<file path="src/hdl/vnorm_pkg.sv">
// Shared types and constants for the four-component vector normalizer.
package vnorm_pkg;

   localparam int SQRT_IN_W  = 34;   // squared magnitude width seen by the root unit
   localparam int MAG_W      = 17;   // Q9.8 magnitude, saturated
   localparam int UNIT_W     = 16;   // Q2.14 output component
   localparam int QUO_W      = 16;   // quotient bits produced by the divider
   localparam int LANES      = 4;
   localparam int UNIT_SHIFT = 14;

   localparam logic [MAG_W-1:0]  MAG_MAX  = 17'h1FFFF;
   localparam logic [UNIT_W-1:0] UNIT_POS = 16'h7FFF;
   localparam logic [QUO_W-1:0]  UNIT_NEG = 16'h8000;

   // Per-lane divider state.
   typedef struct packed {
      logic                 neg;
      logic                 ovf;
      logic [SQRT_IN_W-1:0] rem;
      logic [QUO_W-1:0]     quo;
   } lane_type;

   // Per-transaction control traveling with the divider lanes.
   typedef struct packed {
      logic             valid;
      logic             is_zero;
      logic [MAG_W-1:0] mag;
   } ctl_type;

endpackage

</file>
<file path="src/hdl/vnorm_sqrt.sv">
// Pipelined integer square root, one result bit per stage.
module vnorm_sqrt #(
   parameter int SIDE_W = 8
) (
   input  logic                               clock,
   input  logic                               reset,
   input  logic                               adv,
   input  logic                               in_valid,
   input  logic [vnorm_pkg::SQRT_IN_W-1:0]    in_val,
   input  logic [SIDE_W-1:0]                  in_side,
   output logic                               out_valid,
   output logic [vnorm_pkg::MAG_W-1:0]        out_root,
   output logic [SIDE_W-1:0]                  out_side
);

   localparam int STEPS = vnorm_pkg::MAG_W;
   localparam int RES_W = vnorm_pkg::SQRT_IN_W + 1;

   logic [vnorm_pkg::SQRT_IN_W-1:0] rem_d  [0:STEPS];
   logic [RES_W-1:0]                res_d  [0:STEPS];
   logic                            vld_d  [0:STEPS];
   logic [SIDE_W-1:0]               side_d [0:STEPS];

   assign rem_d[0]  = in_val;
   assign res_d[0]  = '0;
   assign vld_d[0]  = in_valid;
   assign side_d[0] = in_side;

   genvar j;
   generate
      for (j = 0; j < STEPS; j++) begin : g_step
         localparam logic [RES_W-1:0] BIT = RES_W'(1) << (2 * (STEPS - 1 - j));
         logic [RES_W-1:0]                trial;
         logic [vnorm_pkg::SQRT_IN_W-1:0] rem_in, rem_ff;
         logic [RES_W-1:0]                res_in, res_ff;
         logic                            vld_ff;
         logic [SIDE_W-1:0]               side_ff;

         always_comb begin
            trial = res_d[j] + BIT;
            if ({1'b0, rem_d[j]} >= trial) begin
               rem_in = rem_d[j] - trial[vnorm_pkg::SQRT_IN_W-1:0];
               res_in = (res_d[j] >> 1) + BIT;
            end else begin
               rem_in = rem_d[j];
               res_in = res_d[j] >> 1;
            end
         end

         always_ff @(posedge clock) begin
            if (reset) begin
               vld_ff <= 1'b0;
            end else if (adv) begin
               vld_ff <= vld_d[j];
            end
            if (adv) begin
               rem_ff  <= rem_in;
               res_ff  <= res_in;
               side_ff <= side_d[j];
            end
         end

         assign rem_d[j+1]  = rem_ff;
         assign res_d[j+1]  = res_ff;
         assign vld_d[j+1]  = vld_ff;
         assign side_d[j+1] = side_ff;
      end
   endgenerate

   assign out_valid = vld_d[STEPS];
   assign out_root  = res_d[STEPS][vnorm_pkg::MAG_W-1:0];
   assign out_side  = side_d[STEPS];

endmodule

</file>
<file path="config.mk">
export PLATFORM = sky130hd
export DESIGN_NAME = vnorm_sqrt
export DESIGN_NICKNAME = d
export VERILOG_FILES = /design/src/hdl/vnorm_pkg.sv /design/src/hdl/vnorm_sqrt.sv
export SDC_FILE = /design/constraint.sdc
export NUM_CORES = 1
export LEC_CHECK = 0
export BUFFER_PORTS_ARGS = -buffer_cell sky130_fd_sc_hd__clkbuf_2
export CAP_MARGIN = 20
export CORE_ASPECT_RATIO = 0.6
export CORE_UTILIZATION = 40
export DETAILED_ROUTE_END_ITERATION = 7
export GPL_ROUTABILITY_DRIVEN = 0
export PLACE_DENSITY = 0.61
export SYNTH_ARGS = -nofsm -noshare
export SYNTH_HDL_FRONTEND = slang
export SYNTH_SLANG_ARGS = --single-unit
</file>
<file path="constraint.sdc">
create_clock -name clock -period 2.9 [get_ports clock]
set_input_delay 0.145 -clock clock [delete_from_list [all_inputs] [get_ports clock]]
set_output_delay 0.145 -clock clock [all_outputs]
set_load 0.02 [all_outputs]
</file>
Word level (Yosys, flattened, before mapping):

Index checks and enable logic that the tools add are counted.

* $lt $le $gt $ge: 17
* add/sub/neg operators: 48
* multiplexer cells: 33

Operators by type and width (count)
* $mux W34: 31
* $ge A34 B35 Y1: 16
* $sub A34 B34 Y34: 15
* $add A34 B11 Y35 const B: 1
* $add A34 B13 Y35 const B: 1
* $add A34 B15 Y35 const B: 1
* $add A34 B17 Y35 const B: 1
* $add A34 B19 Y35 const B: 1
* $add A34 B21 Y35 const B: 1
* $add A34 B23 Y35 const B: 1
* $add A34 B25 Y35 const B: 1
* $add A34 B27 Y35 const B: 1
* $add A34 B29 Y35 const B: 1
* $add A34 B3 Y35 const B: 1
* $add A34 B31 Y35 const B: 1
* $add A34 B5 Y35 const B: 1
* $add A34 B7 Y35 const B: 1
* $add A34 B9 Y35 const B: 1
* $add A35 B1 Y35 const B: 1
* $add A35 B11 Y35 const B: 1
* $add A35 B13 Y35 const B: 1
* $add A35 B15 Y35 const B: 1
* $add A35 B17 Y35 const B: 1
* $add A35 B19 Y35 const B: 1
* 15 further kinds: 15

* register bits: 1274
* bits of input ports: 46
* logic and storage cells: 180

Depth between registers and ports, before layout:

Gate-level depths: netlist (run 1).

* word-level depth: 3
* mapped depth: 12
* mapped depth without buffers: 11

Worst setup path before layout (run 1):

Ideal clock, no wire load.

* path kind: flip-flop to flip-flop
* from: reg g_step[9].rem_ff[16] (netlist name)
* to: reg g_step[10].rem_ff[32] (netlist name) (data pin)
* data arrival time: 2667 ps
* setup slack: -24 ps
* library setup time: 258 ps
* stages on the path, launching flop included: 12
* cell sequence: edfxtp_1 -> ha_1 -> nor4b_1 -> nand4_1 -> o41a_1 -> and3_1 -> buf_2 -> inv_2 -> o2111ai_1 -> nor3b_1 -> nand2_1 -> xnor2_1

* longest elaborated chain between the ends: 2
* elaborated cells between the ends (all ways): 3
* classes of those cells: add/sub (1); order compare (1); mux (1)

RTL lines
* from (decl): RTL line vnorm_sqrt.sv:34 `logic [vnorm_pkg::SQRT_IN_W-1:0] rem_in, rem_ff;`
* from (signal assigned): RTL line vnorm_sqrt.sv:57 `rem_ff <= rem_in;`
* $sub A34 B34 Y34 / $ge A34 B35 Y1 (equally long branches): RTL line vnorm_sqrt.sv:42, vnorm_sqrt.sv:41
* $mux W34 *: RTL line vnorm_sqrt.sv:41 `if ({1'b0, rem_d[j]} >= trial) begin`
* named net g_step[10].rem_in, one bit: RTL line vnorm_sqrt.sv:34
* to (signal assigned): RTL line vnorm_sqrt.sv:57
* to (decl): RTL line vnorm_sqrt.sv:34

Mark *: on every way through the listed nets, which the timed path passes. The rest lies on a longest branch.
A chain may end at the register's enable or synchronous reset.

Final worst setup path (run 1):

* from: reg g_step[12].rem_ff[23] (netlist name)
* to: reg g_step[13].rem_ff[32] (netlist name) (data pin)

* longest elaborated chain between the ends: 2
* elaborated cells between the ends (all ways): 3
* classes of those cells: add/sub (1); order compare (1); mux (1)

RTL lines (RTL line)
* from (decl): vnorm_sqrt.sv:34
* from (signal assigned): vnorm_sqrt.sv:57
* $sub A34 B34 Y34 / $ge A34 B35 Y1 (equally long branches): vnorm_sqrt.sv:42, vnorm_sqrt.sv:41
* $mux W34 *: vnorm_sqrt.sv:41
* named net g_step[13].rem_in, one bit: vnorm_sqrt.sv:34
* to (signal assigned): vnorm_sqrt.sv:57
* to (decl): vnorm_sqrt.sv:34

Marked as above.

==> results of run 1 <==
[layout make-up]
class / instances / share of cell area
Inverter: 199 / 0.0164
Sequential cell: 850 / 0.555
Timing Repair Buffer: 403 / 0.0711
Multi-Input combinational cell: 1621 / 0.265
Tap cell: 1232 / 0.0337
Clock buffer: 99 / 0.0465
Clock inverter: 48 / 0.0128
[what timing repair did]
| item | 4_1_cts | 5_1_grt |
|---|---|---|
| gates resized for setup | 88 | 160 |
| hold endpoints to repair | 90 | 0 |
| hold buffers | 47 | 0 |
| endpoints found under the setup margin | 146 | 186 |
| pin swaps | 21 | 67 |
| setup buffers | 11 | 33 |
| cloned | 2 | 2 |
[power by group through the flow]
stage	clock network (mW)	logic [mW]	registers, mW
after floorplan	0	3.10	16.0
after global placement	0	4.93	16.2
final	10.7	5.82	16.0
after global routing	11.5	6.33	16.2
after CTS	11.1	5.36	16.0
after detailed placement	0	5.09	16.2
[synth_stat cells (all sizes together) (5+ instances only)]
library cell,number,share of area
a211o,5,0.0012
a211oi,16,0.0032
a21boi,7,0.0014
a21o,28,0.0056
a21oi,116,0.016
a31oi,7,0.0012
and2,6,0.0010
and3,9,0.0015
and3b,5,0.0012
and4b,6,0.0016
buf,7,0.00091
clkbuf,27,0.0027
dfxtp,17,0.0091
edfxtp,833,0.67
ha,166,0.056
inv,199,0.020
mux2,17,0.0051
mux2i,26,0.0070
nand2,190,0.019
nand2b,45,0.0076
nand3,40,0.0054
nand3b,13,0.0026
nand4,29,0.0049
nor2,166,0.017
nor2b,17,0.0029
nor3,83,0.011
nor3b,8,0.0016
nor4,72,0.013
nor4b,14,0.0033
o211ai,12,0.0024
o21a,30,0.0060
o21ai,147,0.020
o21bai,8,0.0016
o31ai,16,0.0032
o41ai,5,0.0014
or2,8,0.0013
or3,29,0.0050
or4,10,0.0021
xnor2,126,0.030
xor2,94,0.022
[per-stage QoR]
step                      instance area (um^2)  setup TNS, ns
final                                    45700         -0.913
after global routing                     45700          -4.85
after CTS                                44700          -1.27
after detailed placement                 41000         -17.10
after global placement                   41000         -11.04
after floorplan                          37300              0
[state kept, by name, indices dropped and copies added (netlist names)]
register	flops
out_valid	1
g_step.vld_ff	16
g_step.rem_ff	544
g_step.side_ff	128
g_step.res_ff	153
out_side	8
[worst paths after layout]
path,endpoint,slack [ns],cells past startpoint
hold reg to reg,g_step[11].side_ff[7]$_DFFE_PP_,0.41,0
setup reg to reg,g_step[13].rem_ff[32]$_DFFE_PP_,-0.21,8
setup / recovery,g_step[13].rem_ff[32]$_DFFE_PP_,-0.21,8
hold / removal,g_step[0].rem_ff[9]$_DFFE_PP_,0.17,2
[kinds of logic (layout without fill, tap and decap cells)]
family	count (synthesis)	in the layout
AO/OA/AOI/OAI	430	430
XOR/XNOR	220	220
adder cells (fa/ha/maj)	166	166
buffers and inverters	233	749
flip-flops	850	850
multiplexers	43	43
AND/OR/NAND/NOR	762	762
[layer usage]
layer,part of all wire,track usage,vias to the layer above
met5,0.00016,0,-
met4,0.017,0.0434,2
met3,0.085,0.0469,112
met2,0.39,0.225,750
met1,0.51,0.275,11300
li1,-,-,11000
==> metrics.csv, run 1 <==
metric,value,unit
status,finished with violations,
failing checks,setup timing,
f_max,322,MHz
fill count,7711,
power density cells,713,nW/um^2
Die ar.,94400,um^2
CTS tree,built,
syn nets,2916,
max-cap violation count,0,
static leakage,17.3,nW
Critical Path Start,g_step[12].rem_ff[23]$_DFFE_PP_,
post-synthesis compound-gate area fraction,0.0714,
largest family of logic cells by synthesized area,simple AND/OR/NAND/NOR gates,
fraction of layout cells with a size suffix above 1,0.207,
vias in the first global route,22400,
Top delay family on crit path,simple AND/OR/NAND/NOR gates,
crit path DAT,3.54,ns
Antenna Nets Post-Route,0,
"worst slack, placed",-0.436,ns
CP startpoint kind,register,
"commonest non-fill, non-tap cell in the layout",edfxtp_1,
Cell Rows,86,
Critical Path End Type,register,
Max Slew Vio Count,0,
hold crit path type,in2reg,
Seq pwr share,0.492,
clk sinks,850,
Worst EP required,3.33,ns
Diodes inserted,0,
HP Start,in_val[9],
"commonest non-fill, non-tap cells in the layout","edfxtp_1, buf_4, inv_1",
mux share of post-synthesis cell area,0.0121,
Core ar.,92000,um^2
critical-path cell list,"or3_4, or4_4, nor4_4, nor3_4, o41ai_4, o21ai_2, or4b_4, xnor2_2",
Post-Synth Simple-Gate Area,0.105,
io pins,72,
Async SR Flop Fraction,0,
initial core utilization,0.405,
ys flop type,edfxtp_1,
"CTS clk-pin slew, worst paths",0.06,ns
crit-path max cell delay,0.55,ns
Post-Syn Area,37300,um^2
flip-flop and latch area,25400,um^2
Synth Area per Inst,13.8,um^2
Tmin final,3.11,ns
CP max-delay cell,or4b_4,
largest net degree at the start of global routing,106,
multi-input logic area,12100,um^2
total CTS buffers,82,
fin crit share,1.07,
final setup fails,16,
XOR/XNOR share of the synthesized area,0.0519,
"EDFF count, synth",833,
DP Wirelength,57.7,mm
initial antenna violation count,2,
first-pass GRT wire length,126,mm
final setup margin,-0.210,ns
crit path buf inv count,0,
post-layout util,0.497,
maximum VDD drop,416,uV
sw frac,0.270,
RR Startpoint,g_step[12].rem_ff[23]$_DFFE_PP_,
Area growth syn-to-layout,22.7,%
worst rel slew slack,0.432,
starting DRC count in detailed routing,1972,
DRC viols,0,
RSZ-0062 raised after global routing,true,
Overflow after GRT,0,
root buffer cell,clkbuf_16,
drt total wl,82.9,mm
Die X,396,um
Setup Crit Path Kind,reg2reg,
Port Buffer Count,71,
"Seq/Total Area, Yosys",0.680,
Synth Instances,2704,
Seq cells post-synth,850,
GRT Total Usage,0.172,
CTS Buffer Depth,3,
TritonRoute pass-1 iters,5,
final hold vios,0,
fin cells,4452,
Clock power frac,0.329,
clock latency on the worst-skew pair,0.69,ns
crit-path max FO,3,
total power,32.6,mW
overall die height,238,um
Post-Synth Adder-Cell Area,0.0557,
combinational power share,0.178,
DP Cell Count,4214,
Pint,23.8,mW
routed vias,23200,
DR vias/cell,5.21,
DR WL/cell,18.6,um
Yosys warnings,0,
Net Switching,8.81,mW
skew final,0.0535,ns
Yosys cell types,79,
Worst Max-Slew Pin Slew,0.846,ns
Final nets,3369,
H-tree depth,3,
worst hold slack,0.166,ns
Note: power is estimated with default switching activity, not from simulation.
==> inputs of run 2 (changes only) <==
Settings changed: CORE_UTILIZATION 40 to 57, PLACE_DENSITY 0.61 to 0.8.
==> metrics.csv, run 2 (synthesis results as in run 1) <==
metric,value,unit
Reg-to-Reg End,g_step[13].rem_ff[32]$_DFFE_PP_,
Hold Path Depth,2,
GRT Total Usage,0.249,
Top reg by flops,g_step.rem_ff,
"worst slack, placed",-0.371,ns
DRC viols,0,
failing checks,setup timing,
crit path buf inv count,0,
Max Slew Vio Count,0,
routed vias,24000,
Antenna Nets Post-Route,0,
final setup fails,13,
DR vias/cell,5.99,
TritonRoute pass-1 iters,6,
Area growth syn-to-layout,20.1,%
Worst EP required,3.30,ns
Setup Crit Path Kind,reg2reg,
worst hold slack,0.196,ns
WL met1,36.5,mm
FF-to-FF path depth,8,
clk sinks,850,
Port Buffer Count,71,
worst rel slew slack,0.418,
root buffer cell,clkbuf_16,
H-tree depth,3,
drt total wl,85.6,mm
first-pass GRT wire length,128,mm
"commonest non-fill, non-tap cell in the layout",edfxtp_1,
status,finished with violations,
largest net degree at the start of global routing,110,
initial core utilization,0.578,
static leakage,17.0,nW
RR Startpoint,g_step[12].rem_ff[22]$_DFFE_PP_,
Cell Rows,72,
max reg flops,544,
fin cells,4017,
CP startpoint kind,register,
critical-path cell list,"or3_4, or4_4, nor4_4, nor3_4, o41ai_4, o21ai_2, or4b_4, xnor2_2",
total CTS buffers,76,
DP Cell Count,3784,
top routing layer in use,met5,
Top delay family on crit path,simple AND/OR/NAND/NOR gates,
Overflow after GRT,0,
crit path DAT,3.40,ns
fraction of layout cells with a size suffix above 1,0.198,
met3 routed WL,9.01,mm
clock latency on the worst-skew pair,0.67,ns
DP Wirelength,55.7,mm
maximum VDD drop,871,uV
Core ar.,64500,um^2
DR WL/cell,21.3,um
Final nets,3319,
final hold vios,0,
fin crit share,1.04,
max-cap violation count,0,
dpl cell area,40200,um^2
io pins,72,
f_max,333,MHz
Critical Path End Type,register,
post-layout util,0.694,
total power,32.1,mW
skew final,0.0300,ns
"CTS clk-pin slew, worst paths",0.07,ns
Die X,332,um
crit-path max FO,3,
crit-path max cell delay,0.52,ns
Die ar.,66400,um^2
Worst Max-Slew Pin Slew,0.866,ns
CTS tree,built,
RSZ-0062 raised after global routing,true,
Fin Setup TNS,-0.638,ns
Top Registers,"g_step.rem_ff x544, g_step.res_ff x153, g_step.side_ff x128",
Worst Hold Path EP,g_step[0].rem_ff[30]$_DFFE_PP_,
initial antenna violation count,2,
Detail Route met2 WL,38.3,mm
final setup margin,-0.103,ns
HP Start,in_val[30],
flop-to-flop setup slack,-0.10,ns
power density cells,718,nW/um^2
overall die height,200,um
vias in the first global route,23000,
starting DRC count in detailed routing,3004,
Final Cell Area,44800,um^2
CP max-delay cell,or4b_4,
"commonest non-fill, non-tap cells in the layout","edfxtp_1, buf_4, inv_1",
CTS Buffer Depth,3,
hold crit path type,in2reg,
Tmin final,3.00,ns
-- run 2: final cells by class --
type | count | area (um^2)
diodes | 1 | 2.50
clock inverters | 41 | 505
clock buffers | 95 | 2010
well taps | 851 | 1060
multi-input cells | 1621 | 12100
repair buffers | 359 | 2950
inverters | 199 | 752
flip-flops and latches | 850 | 25400
fillers | 4037 | 19700
-- run 2: repair_timing --
action                                 4_1_cts  5_1_grt
buffers inserted                            13       34
resized for setup                           78      149
setup endpoints to repair                  134      163
cloned                                       1        2
endpoints found under the hold margin       90        0
pin swaps                                   26       50
hold buffers                                47        0
-- run 2: where the power goes --
group	switching [mW]	leakage [nW]	internal (mW)
registers	0.995	8.15	15.2
clock network	4.62	1.23	5.65
logic	3.15	7.59	2.55
-- run 2: worst reg2reg max path, cell delays in order (launching register included) --
cell and delay, ns:
edfxtp_1 0.39, or3_4 0.41, or4_4 0.50, nor4_4 0.46, nor3_4 0.10, o41ai_4 0.08
o21ai_2 0.16, or4b_4 0.52, xnor2_2 0.15
-- run 2: worst max-delay path by stage --
stage          cells past startpoint                            start                              end  slack [ns]
6_report                           8  g_step[12].rem_ff[22]$_DFFE_PP_  g_step[13].rem_ff[32]$_DFFE_PP_       -0.10
5_1_grt                            8  g_step[12].rem_ff[22]$_DFFE_PP_  g_step[13].rem_ff[32]$_DFFE_PP_       -0.19
4_1_cts                           12   g_step[12].rem_ff[8]$_DFFE_PP_  g_step[13].rem_ff[26]$_DFFE_PP_       -0.11
3_5_place_dp                      12  g_step[14].res_ff[12]$_DFFE_PP_  g_step[15].rem_ff[24]$_DFFE_PP_       -0.37
3_3_place_gp                      11  g_step[14].rem_ff[12]$_DFFE_PP_  g_step[15].rem_ff[28]$_DFFE_PP_       -0.37
2_1_floorplan                     11   g_step[9].rem_ff[16]$_DFFE_PP_  g_step[10].rem_ff[32]$_DFFE_PP_        0.06
-- run 2: per-layer routing --
layer | up-vias | GRT usage
met5 | - | 0
met4 | 2 | 0.0648
met3 | 168 | 0.0592
met2 | 1269 | 0.374
met1 | 11700 | 0.368
li1 | 10900 | -
